[src/rtl/lfcp_pkg.sv]
// Shared types and constants for the LED frame CRC-16 packer.
package lfcp_pkg;

  localparam int unsigned NumChannelsDef = 7;
  localparam int unsigned LevelW         = 16;
  localparam int unsigned ByteW          = 8;

  // One classified channel level, handed from the front end to the byte sequencer
  typedef struct packed {
    logic              last;   // closes the frame
    logic [LevelW-1:0] level;
  } lfcp_entry_t;

  // Byte sequencer phases
  typedef enum logic [2:0] {
    PH_LO,
    PH_HI,
    PH_CRC_LO,
    PH_CRC_HI,
    PH_STATUS
  } lfcp_phase_e;

endpackage

[src/rtl/lfcp_front.sv]
// Input front end: takes channel levels and tags the last channel of each frame.
module lfcp_front #(
  parameter int unsigned NUM_CHANNELS = lfcp_pkg::NumChannelsDef
) (
  input  logic                         clk_i,
  input  logic                         rst_ni,
  input  logic                         s_axis_tvalid_i,
  output logic                         s_axis_tready_o,
  input  logic [lfcp_pkg::LevelW-1:0]  level_i,
  input  logic                         full_i,
  output logic                         push_o,
  output lfcp_pkg::lfcp_entry_t        entry_o
);
  import lfcp_pkg::*;

  localparam int unsigned CntW = (NUM_CHANNELS > 1) ? $clog2(NUM_CHANNELS) : 1;
  localparam logic [CntW-1:0] LastCnt = CntW'(NUM_CHANNELS - 1);

  logic [CntW-1:0] cnt_q, cnt_d;
  logic            last;

  assign s_axis_tready_o = ~full_i;
  assign push_o          = s_axis_tvalid_i & ~full_i;

  // saturating close: any count at or past the last channel ends the frame
  assign last = (cnt_q >= LastCnt);

  assign entry_o.level = level_i;
  assign entry_o.last  = last;

  always_comb begin
    cnt_d = cnt_q;
    if (push_o) begin
      cnt_d = last ? '0 : cnt_q + 1'b1;
    end
  end

  always_ff @(posedge clk_i or negedge rst_ni) begin
    if (!rst_ni) begin
      cnt_q <= '0;
    end else begin
      cnt_q <= cnt_d;
    end
  end

endmodule

[src/rtl/lfcp_fifo.sv]
// Two-entry queue between the front end and the byte sequencer.
module lfcp_fifo (
  input  logic                   clk_i,
  input  logic                   rst_ni,
  input  logic                   push_i,
  input  lfcp_pkg::lfcp_entry_t  entry_i,
  output logic                   full_o,
  input  logic                   pop_i,
  output logic                   valid_o,
  output lfcp_pkg::lfcp_entry_t  entry_o
);
  import lfcp_pkg::*;

  lfcp_entry_t mem_q [2];
  logic        wr_ptr_q, rd_ptr_q;
  logic [1:0]  cnt_q;

  assign full_o  = cnt_q[1];
  assign valid_o = (cnt_q != 2'd0);
  assign entry_o = mem_q[rd_ptr_q];

  always_ff @(posedge clk_i) begin
    if (push_i) begin
      mem_q[wr_ptr_q] <= entry_i;
    end
  end

  always_ff @(posedge clk_i or negedge rst_ni) begin
    if (!rst_ni) begin
      wr_ptr_q <= 1'b0;
      rd_ptr_q <= 1'b0;
      cnt_q    <= 2'd0;
    end else begin
      if (push_i) begin
        wr_ptr_q <= ~wr_ptr_q;
      end
      if (pop_i) begin
        rd_ptr_q <= ~rd_ptr_q;
      end
      if (push_i && !pop_i) begin
        cnt_q <= cnt_q + 2'd1;
      end else if (pop_i && !push_i) begin
        cnt_q <= cnt_q - 2'd1;
      end
    end
  end

endmodule

[src/rtl/lfcp_back.sv]
// Byte sequencer: emits level bytes, folds the CRC and closes frames.
module lfcp_back (
  input  logic                        clk_i,
  input  logic                        rst_ni,
  input  logic                        valid_i,
  input  lfcp_pkg::lfcp_entry_t       entry_i,
  output logic                        pop_o,
  output logic                        m_axis_tvalid_o,
  input  logic                        m_axis_tready_i,
  output logic [lfcp_pkg::ByteW-1:0]  m_axis_tdata_o,
  output logic                        m_axis_tlast_o
);
  import lfcp_pkg::*;

  localparam logic [15:0] CrcPoly = 16'hA001;
  localparam logic [15:0] CrcSeed = 16'hFFFF;

  function automatic logic [15:0] crc_fold(input logic [15:0] crc, input logic [7:0] b);
    logic [15:0] c;
    c = crc ^ {8'h00, b};
    for (int k = 0; k < 8; k++) begin
      c = c[0] ? ((c >> 1) ^ CrcPoly) : (c >> 1);
    end
    return c;
  endfunction

  lfcp_phase_e      ph_q, ph_d;
  logic [15:0]      crc_q, crc_d;
  logic             out_free, adv;
  logic [ByteW-1:0] byte_d;
  logic             end_d;
  logic             m_valid_q;
  logic [ByteW-1:0] m_data_q;
  logic             m_last_q;

  // output register frees up when its word is taken
  assign out_free = ~m_valid_q | m_axis_tready_i;
  assign adv      = valid_i & out_free;

  // next phase
  always_comb begin
    ph_d = ph_q;
    if (adv) begin
      unique case (ph_q)
        PH_LO:     ph_d = PH_HI;
        PH_HI:     ph_d = entry_i.last ? PH_CRC_LO : PH_LO;
        PH_CRC_LO: ph_d = PH_CRC_HI;
        PH_CRC_HI: ph_d = PH_STATUS;
        PH_STATUS: ph_d = PH_LO;
        default:   ph_d = PH_LO;
      endcase
    end
  end

  // byte selection, CRC update and queue pop
  always_comb begin
    byte_d = '0;
    end_d  = 1'b0;
    pop_o  = 1'b0;
    crc_d  = crc_q;
    unique case (ph_q)
      PH_LO: begin
        byte_d = entry_i.level[7:0];
        if (adv) crc_d = crc_fold(crc_q, entry_i.level[7:0]);
      end
      PH_HI: begin
        byte_d = entry_i.level[15:8];
        if (adv) crc_d = crc_fold(crc_q, entry_i.level[15:8]);
        pop_o  = adv & ~entry_i.last;
      end
      PH_CRC_LO: byte_d = crc_q[7:0];
      PH_CRC_HI: byte_d = crc_q[15:8];
      PH_STATUS: begin
        end_d = 1'b1;
        pop_o = adv;
        if (adv) crc_d = CrcSeed;
      end
      default: byte_d = '0;
    endcase
  end

  always_ff @(posedge clk_i or negedge rst_ni) begin
    if (!rst_ni) begin
      ph_q      <= PH_LO;
      crc_q     <= CrcSeed;
      m_valid_q <= 1'b0;
    end else begin
      ph_q  <= ph_d;
      crc_q <= crc_d;
      if (out_free) begin
        m_valid_q <= valid_i;
      end
    end
  end

  always_ff @(posedge clk_i) begin
    if (adv) begin
      m_data_q <= byte_d;
      m_last_q <= end_d;
    end
  end

  assign m_axis_tvalid_o = m_valid_q;
  assign m_axis_tdata_o  = m_data_q;
  assign m_axis_tlast_o  = m_last_q;

endmodule

[src/rtl/led_frame_crc16_packer_core.sv]
// LED frame packer top level: channel levels in, CRC-16 protected byte frame out.
// Each 16-bit level word on the slave side becomes two bytes on the master side,
// low byte first; after every NUM_CHANNELS levels the frame closes with the CRC-16
// (Modbus: reflected, polynomial 0xA001, seed 0xFFFF) low and high bytes and a zero
// status byte flagged by tlast, then the CRC and channel count start afresh. The
// output carries one byte per cycle while the receiver is ready, so a level gives two
// bytes and the closing level of a frame five; the sustained input rate is set by the
// single byte-wide output register. A two-entry queue sits between input and
// sequencer, so input stays ready while the output stalls until the queue fills.
// A level accepted at the input passes through the queue and then the output
// register before its first byte is valid.
module led_frame_crc16_packer_core #(
  parameter int unsigned NUM_CHANNELS = lfcp_pkg::NumChannelsDef
) (
  input  logic        clk_i,
  input  logic        rst_ni,
  input  logic        s_axis_tvalid_i,
  output logic        s_axis_tready_o,
  input  logic [15:0] s_axis_tdata_i,   // [15:0] level
  output logic        m_axis_tvalid_o,
  input  logic        m_axis_tready_i,
  output logic [7:0]  m_axis_tdata_o,   // [7:0] frame_byte
  output logic        m_axis_tlast_o    // frame_end
);
  import lfcp_pkg::*;

  lfcp_entry_t push_entry, pop_entry;
  logic        push, full, pop, q_valid;

  lfcp_front #(
    .NUM_CHANNELS (NUM_CHANNELS)
  ) u_front (
    .clk_i           (clk_i),
    .rst_ni          (rst_ni),
    .s_axis_tvalid_i (s_axis_tvalid_i),
    .s_axis_tready_o (s_axis_tready_o),
    .level_i         (s_axis_tdata_i),
    .full_i          (full),
    .push_o          (push),
    .entry_o         (push_entry)
  );

  lfcp_fifo u_fifo (
    .clk_i   (clk_i),
    .rst_ni  (rst_ni),
    .push_i  (push),
    .entry_i (push_entry),
    .full_o  (full),
    .pop_i   (pop),
    .valid_o (q_valid),
    .entry_o (pop_entry)
  );

  lfcp_back u_back (
    .clk_i           (clk_i),
    .rst_ni          (rst_ni),
    .valid_i         (q_valid),
    .entry_i         (pop_entry),
    .pop_o           (pop),
    .m_axis_tvalid_o (m_axis_tvalid_o),
    .m_axis_tready_i (m_axis_tready_i),
    .m_axis_tdata_o  (m_axis_tdata_o),
    .m_axis_tlast_o  (m_axis_tlast_o)
  );

endmodule

[config.mk]
export PLATFORM = sky130hd
export DESIGN_NAME = led_frame_crc16_packer_core
export DESIGN_NICKNAME = d
export VERILOG_FILES = /design/src/rtl/lfcp_pkg.sv /design/src/rtl/lfcp_front.sv /design/src/rtl/lfcp_fifo.sv /design/src/rtl/lfcp_back.sv /design/src/rtl/led_frame_crc16_packer_core.sv
export SDC_FILE = /design/constraint.sdc
export NUM_CORES = 1
export LEC_CHECK = 0
export BUFFER_PORTS_ARGS = -buffer_cell sky130_fd_sc_hd__buf_2
export CAP_MARGIN = 20
export CORE_AREA = 3 3 91 93
export DETAILED_ROUTE_END_ITERATION = 6
export DIE_AREA = 0 0 94 96
export GPL_ROUTABILITY_DRIVEN = 0
export PLACE_DENSITY = 0.64
export SKIP_LAST_GASP = 1
export SLEW_MARGIN = 20
export SYNTH_ARGS = -nofsm -noshare
export SYNTH_HDL_FRONTEND = slang
export SYNTH_SLANG_ARGS = --single-unit
[constraint.sdc]
create_clock -name clk_i -period 2.9 [get_ports clk_i]
set_clock_uncertainty 0.1 [all_clocks]
set_input_delay 0.58 -clock clk_i [delete_from_list [all_inputs] [get_ports clk_i]]
set_output_delay 0.58 -clock clk_i [all_outputs]
set_load 0.02 [all_outputs]
==> impl_metrics.py, run 1 <==
metrics = {
    "cts": {
        "tritoncts": "yes",
        "clkSlewWorstSetupHoldPaths_ns": 0.08,
        "tritoncts_num_sinks": 70,
        "cts_root_buffer": "sky130_fd_sc_hd__clkbuf_8",
        "ctsLongestPathBuffers": 2,
        "cts_repair_resize_count": 0,
        "cts.htree.levels": 3,
        "numCtsBuffers": 9,
        "postCtsSetupRepairBufs": 0,
        "post_cts_hold_buffer_count": 0,
        "clkLatencyLatePin_ns": 0.35,
    },
    "worst_setup_path": {
        "cpMostUsedCell": "sky130_fd_sc_hd__xnor3_1",
        "setup.worst_path.end_class": "flip-flop",
        "timing.critical_path.cells": "buf_12, mux2i_1, xnor3_1, xnor3_1, a41o_1, a31o_1, o2111ai_1, o311ai_1",
        "rr_worst_depth": 8,
        "r2r-end": "u_back.crc_q[0]",
        "critical_path.startpoint": "u_fifo.rd_ptr_q",
        "timing.critical_path.required_ns": 3.07,
        "largest_driver_fanout_on_the_critical_path": 27,
        "cp_slowest_stage_delay_ns": 0.46,
        "worstSetupPathType": "flip-flop to flip-flop",
        "cp_num_cells": 8,
        "r2r_slack_ns": 0.24,
        "endpoint": "u_back.crc_q[0]",
        "critPathSlowestCell": "sky130_fd_sc_hd__xnor3_1",
        "critPathTopFamily": "compound AO/OA/AOI/OAI gates",
        "worstPathBufferInverterCount": 1,
        "arrival_ns": 2.83,
        "cp-start-kind": "flip-flop",
        "regToRegStartpoint": "u_fifo.rd_ptr_q",
    },
    "finish": {
        "num_antenna_cells": 0,
        "finish.utilization_pct": 56.0,
        "final_layout_size_suffix_gt1_share_pct": 27.9,
        "fin_nets": 354,
        "layout-area-overhead-vs-synth_pct": 12.6,
        "final_instance_area_um2": 4260,
    },
    "synth": {
        "synth_most_common_cell": "sky130_fd_sc_hd__edfxtp_1",
        "ys_seq_area_share_pct": 52.5,
        "yosysUniqueCellTypes": 50,
        "postSynthRegisterBits": 70,
        "synth_edf_count": 43,
        "ys_async_sr_fraction_pct": 38.6,
        "synthesis.instances": 295,
        "synth_largest_area_cell": "sky130_fd_sc_hd__edfxtp_1",
        "yosys_most_used_dff": "sky130_fd_sc_hd__edfxtp_1",
        "ys_top_cells_by_count": "sky130_fd_sc_hd__edfxtp_1, sky130_fd_sc_hd__xnor2_1, sky130_fd_sc_hd__mux2i_1, sky130_fd_sc_hd__nor2_1, sky130_fd_sc_hd__nand2_1",
        "synth_top_cell_area_share_pct": 34.1,
        "synth_warnings": 0,
        "postSynthNetCount": 317,
        "netlist_top_cells_area": "sky130_fd_sc_hd__edfxtp_1, sky130_fd_sc_hd__dfstp_2, sky130_fd_sc_hd__xnor2_1, sky130_fd_sc_hd__dfrtp_1, sky130_fd_sc_hd__mux2i_1",
        "synth.cell_area_um2": 3780,
        "synth_area_per_cell_um2": 12.8,
    },
    "drt": {
        "first_pass_iters": 4,
        "drt.antenna.violating_nets": 0,
        "detailroute.via_count": 2346,
        "routed_wl_um": 7450,
        "drt_iter0_drc": 168,
        "post-route-drc-count": 0,
        "avgViaCountPerCell": 5.34,
        "drt-wirelength-per-cell_um": 17.0,
    },
    "die": {
        "die_width_um": 94,
        "floorplan.die.height_um": 96,
        "row_count": 32,
        "design.die.area_um2": 9020,
        "design.core.area_um2": 7610,
        "initial_utilization_pct": 49.7,
        "ioPinCount": 31,
    },
    "timing": {
        "final_min_period_ns": 2.66,
        "final-setup-viol-count": 0,
        "grt_setup_unrepaired": "false",
        "max_clock_freq_mhz": 376,
        "fin_setup_tns_ns": 0,
        "final_max_slew_viol_count": 0,
        "period_share_pct": 91.7,
        "hold_violations": 0,
        "worst_slew_pin_slew_ns": 0.666,
        "maxSlewHeadroom_pct": 55.3,
    },
    "placement": {
        "numPortBuffers": 30,
        "placement.cell_area_um2": 4080,
        "hpwlAfterDp_um": 5460,
    },
    "global_route": {
        "gr-total-overflow": 0,
        "global_route.usage.total_pct": 18.3,
        "grt_antenna_before_repair": 0,
        "grt_max_degree": 28,
        "wire_length_of_the_first_global_routing_pass_um": 12300,
        "via_count_of_the_first_global_routing_pass": 2307,
    },
    "flow_run": {
        "drv.max_cap_violation_count": 0,
    },
    "status": {
        "run_status": "finished, final reports clean",
    },
    "worst_hold_path": {
        "holdCritPathClass": "primary input to async pin",
    },
}
[per-layer routing]
metal,up-vias,track usage (%),routed length [um]
met5,-,0,0
met4,0,6.38,97
met3,5,4.22,410
met2,58,27.6,3370
met1,1136,26.1,3580
li1,1147,-,-
[stage by stage]
step                      hold WS (ns)  setup WS (ns)  std cells
after floorplan                  0.184          0.528        295
after global placement           0.372          0.335        423
after detailed placement         0.378          0.248        423
after CTS                        0.146          0.244        439
after global routing             0.171          0.113        439
final                            0.141          0.241        439
[area by class of cell]
type                    count  area (um2)
clock inverters             5        31.3
flip-flops and latches     70        1990
well taps                 102         128
clock buffers              11         151
inverters                   7        26.3
fillers                   661        3350
multi-input cells         204        1700
repair buffers             40         238
[logic make-up after synthesis]
kind of cell | count (synthesis) | share of synthesized area [%]
flops | 70 | 52.5
fa+ha+maj | 2 | 0.661
xor+xnor | 59 | 16.9
mux | 35 | 11.0
buf+inv | 21 | 2.55
compound gates | 54 | 9.92
simple gates | 54 | 6.42
[placed cells by master (no fill, tap or decap), types with 2 or more instances in the layout]
master,instances
sky130_fd_sc_hd__a211oi_1,5
sky130_fd_sc_hd__a21oi_1,9
sky130_fd_sc_hd__and2_1,4
sky130_fd_sc_hd__buf_2,30
sky130_fd_sc_hd__buf_4,9
sky130_fd_sc_hd__clkbuf_8,11
sky130_fd_sc_hd__clkinv_2,2
sky130_fd_sc_hd__dfrtp_1,11
sky130_fd_sc_hd__dfstp_2,16
sky130_fd_sc_hd__edfxtp_1,43
sky130_fd_sc_hd__ha_1,2
sky130_fd_sc_hd__inv_1,6
sky130_fd_sc_hd__inv_4,2
sky130_fd_sc_hd__mux2_2,8
sky130_fd_sc_hd__mux2i_1,21
sky130_fd_sc_hd__mux2i_2,2
sky130_fd_sc_hd__mux4_2,3
sky130_fd_sc_hd__nand2_1,19
sky130_fd_sc_hd__nand2b_1,3
sky130_fd_sc_hd__nor2_1,20
sky130_fd_sc_hd__nor2b_1,3
sky130_fd_sc_hd__o211ai_1,2
sky130_fd_sc_hd__o21ai_0,11
sky130_fd_sc_hd__o22a_1,8
sky130_fd_sc_hd__o22ai_1,4
sky130_fd_sc_hd__o311a_1,2
sky130_fd_sc_hd__xnor2_1,32
sky130_fd_sc_hd__xnor2_2,5
sky130_fd_sc_hd__xnor3_1,5
sky130_fd_sc_hd__xor2_1,16
[worst min path at each step]
stage | start | cells past startpoint | end
after floorplan | rst_ni | 0 | u_back.m_axis_tvalid_o
after global placement | u_front.cnt_q[2] | 1 | u_front.cnt_q[2]
after detailed placement | u_fifo.wr_ptr_q | 1 | u_fifo.wr_ptr_q
after CTS | rst_ni | 1 | u_fifo.cnt_q[1]
after global routing | rst_ni | 1 | u_front.cnt_q[1]
final | rst_ni | 1 | u_fifo.cnt_q[1]
[registers in the layout (all words and copies together), names as in the netlist]
| name | cells |
|---|---|
| u_back.m_axis_tvalid_o | 1 |
| u_fifo.cnt_q | 2 |
| u_fifo.mem_q | 34 |
| u_back.crc_q | 16 |
| u_back.m_axis_tlast_o | 1 |
| u_back.m_axis_tdata_o | 8 |
| u_fifo.rd_ptr_q | 1 |
| u_fifo.wr_ptr_q | 1 |
| u_back.ph_q | 3 |
| u_front.cnt_q | 3 |
Power of run 1 is left out: the tool's default activity adds up to more than one toggle a clock period on the data nets, which glitch-free logic cannot reach.
==> run 2, diff against run 1 <==
--- a/config.mk
+++ b/config.mk
@@ -7,11 +7,12 @@
 export LEC_CHECK = 0
 export BUFFER_PORTS_ARGS = -buffer_cell sky130_fd_sc_hd__buf_2
 export CAP_MARGIN = 20
-export CORE_AREA = 3 3 91 93
+export CORE_AREA = 2 2 83 85
 export DETAILED_ROUTE_END_ITERATION = 6
-export DIE_AREA = 0 0 94 96
+export DIE_AREA = 0 0 85 87
 export GPL_ROUTABILITY_DRIVEN = 0
-export PLACE_DENSITY = 0.64
+export PLACE_DENSITY = 0.74
+export REMOVE_ABC_BUFFERS = 1
 export SKIP_LAST_GASP = 1
 export SLEW_MARGIN = 20
 export SYNTH_ARGS = -nofsm -noshare
==> impl_metrics.py, run 2 (synthesis gave the netlist of run 1 again) <==
metrics = {
    "global_route": {
        "gr-total-overflow": 0,
        "via_count_of_the_first_global_routing_pass": 2363,
        "global_route.usage.total_pct": 21.9,
        "grt_max_degree": 29,
        "grt_antenna_before_repair": 0,
        "wire_length_of_the_first_global_routing_pass_um": 12000,
    },
    "cts": {
        "clkSlewWorstSetupHoldPaths_ns": 0.08,
        "numCtsBuffers": 9,
        "postCtsSetupRepairBufs": 0,
        "tritoncts_num_sinks": 70,
        "post_cts_hold_buffer_count": 0,
        "cts.htree.levels": 3,
        "tritoncts": "yes",
        "clkLatencyLatePin_ns": 0.35,
        "ctsLongestPathBuffers": 2,
        "cts_repair_resize_count": 0,
        "cts_root_buffer": "sky130_fd_sc_hd__clkbuf_8",
    },
    "drt": {
        "routed_wl_um": 7230,
        "avgViaCountPerCell": 5.66,
        "first_pass_iters": 4,
        "detailroute.via_count": 2362,
        "post-route-drc-count": 0,
        "drt-wirelength-per-cell_um": 17.3,
        "drt.antenna.violating_nets": 0,
        "drt_iter0_drc": 141,
    },
    "worst_setup_path": {
        "timing.critical_path.required_ns": 3.06,
        "critical_path.startpoint": "u_fifo.rd_ptr_q",
        "rr_worst_depth": 8,
        "cp_slowest_stage_delay_ns": 0.49,
        "endpoint": "u_back.crc_q[0]",
        "cp-start-kind": "flip-flop",
        "critPathSlowestCell": "sky130_fd_sc_hd__xor3_2",
        "cp_num_cells": 8,
        "worstPathBufferInverterCount": 1,
        "worstSetupPathType": "flip-flop to flip-flop",
        "setup.worst_path.end_class": "flip-flop",
        "largest_driver_fanout_on_the_critical_path": 28,
        "critPathTopFamily": "XOR/XNOR gates",
        "r2r_slack_ns": 0.20,
        "regToRegStartpoint": "u_fifo.rd_ptr_q",
        "timing.critical_path.cells": "buf_12, mux2i_4, xnor2_2, xor3_2, xnor3_1, a31o_1, mux2i_1, o311ai_1",
        "arrival_ns": 2.86,
        "r2r-end": "u_back.crc_q[0]",
    },
    "timing": {
        "final_min_period_ns": 2.70,
        "max_clock_freq_mhz": 370,
        "final_max_slew_viol_count": 0,
        "hold_violations": 0,
        "timing.hold.ws_ns": 0.147,
        "final-setup-viol-count": 0,
        "grt_setup_unrepaired": "false",
        "final.setup.worst_slack_ns": 0.197,
        "maxSlewHeadroom_pct": 56.6,
        "worst_slew_pin_slew_ns": 0.644,
        "period_share_pct": 93.2,
    },
    "die": {
        "floorplan.die.height_um": 87,
        "die_width_um": 85,
        "ioPinCount": 31,
        "design.die.area_um2": 7400,
        "initial_utilization_pct": 57.6,
        "design.core.area_um2": 6570,
        "row_count": 30,
    },
    "finish": {
        "largest-register": "u_fifo.mem_q",
        "layout-area-overhead-vs-synth_pct": 11.2,
        "number_of_flip_flops_in_the_largest_register": 34,
        "final_layout_size_suffix_gt1_share_pct": 27.3,
        "num_antenna_cells": 0,
        "fin_cells": 417,
        "mostFrequentLayoutCell": "sky130_fd_sc_hd__edfxtp_1",
        "fin_nets": 354,
        "layout_common_cells": "sky130_fd_sc_hd__edfxtp_1, sky130_fd_sc_hd__xnor2_1, sky130_fd_sc_hd__buf_2, sky130_fd_sc_hd__mux2i_1, sky130_fd_sc_hd__nor2_1",
        "fillCellCount": 503,
    },
    "flow_run": {
        "drv.max_cap_violation_count": 0,
    },
    "placement": {
        "numPortBuffers": 30,
        "hpwlAfterDp_um": 5330,
        "placement.setup.worst_slack_ns": 0.235,
        "placed_cells_incl_taps": 401,
    },
    "status": {
        "run_status": "finished, final reports clean",
    },
    "worst_hold_path": {
        "holdCritPathClass": "primary input to async pin",
    },
}
==> run 2: worst reg2reg max path, delay by kind of cell, from the launching register on <==
kind / cells / cell delay, ns
compound gates: 2 / 0.49
xor+xnor: 3 / 0.96
buf+inv: 1 / 0.21
flops: 1 / 0.38
mux: 2 / 0.46
==> run 2: layer usage <==
layer  GRT usage [%]  vias to the layer above  share of wire, %
li1                -                     1147                 -
met1            30.0                     1151                48
met2            33.2                       51                46
met3            5.97                       13               4.4
met4            9.52                        0               2.3
met5               0                        -                 0
==> run 2: cell type report <==
class                   instances  area, um2  share of cell area [%]
clock buffers                  11        131                    3.12
flip-flops and latches         70       1990                    47.2
well taps                      80        100                    2.38
inverters                       7       26.3                   0.624
clock inverters                 5       26.3                   0.624
multi-input cells             204       1700                    40.4
repair buffers                 40        238                    5.65
==> run 2: how the worst min path moves through the flow <==
stage | slack [ns] | depth (start not counted) | endpoint | from
final | 0.15 | 1 | u_back.ph_q[2] | rst_ni
after global routing | 0.18 | 1 | u_back.ph_q[2] | rst_ni
after CTS | 0.16 | 1 | u_back.ph_q[2] | rst_ni
after detailed placement | 0.39 | 1 | u_front.cnt_q[2] | u_front.cnt_q[2]
after global placement | 0.37 | 1 | u_front.cnt_q[2] | u_front.cnt_q[2]
after floorplan | 0.18 | 0 | u_back.m_axis_tvalid_o | rst_ni
==> run 2: stage by stage <==
stage | util (%) | cell area [um2] | TNS (ns)
global route | 64.1 | 4210 | 0
global placement | 61.7 | 4050 | 0
CTS | 64.1 | 4210 | 0
detailed placement | 61.7 | 4050 | 0
floorplan | - | 3710 | -0.136
finish | 64.1 | 4210 | 0
Power of run 2 is left out for the same reason.
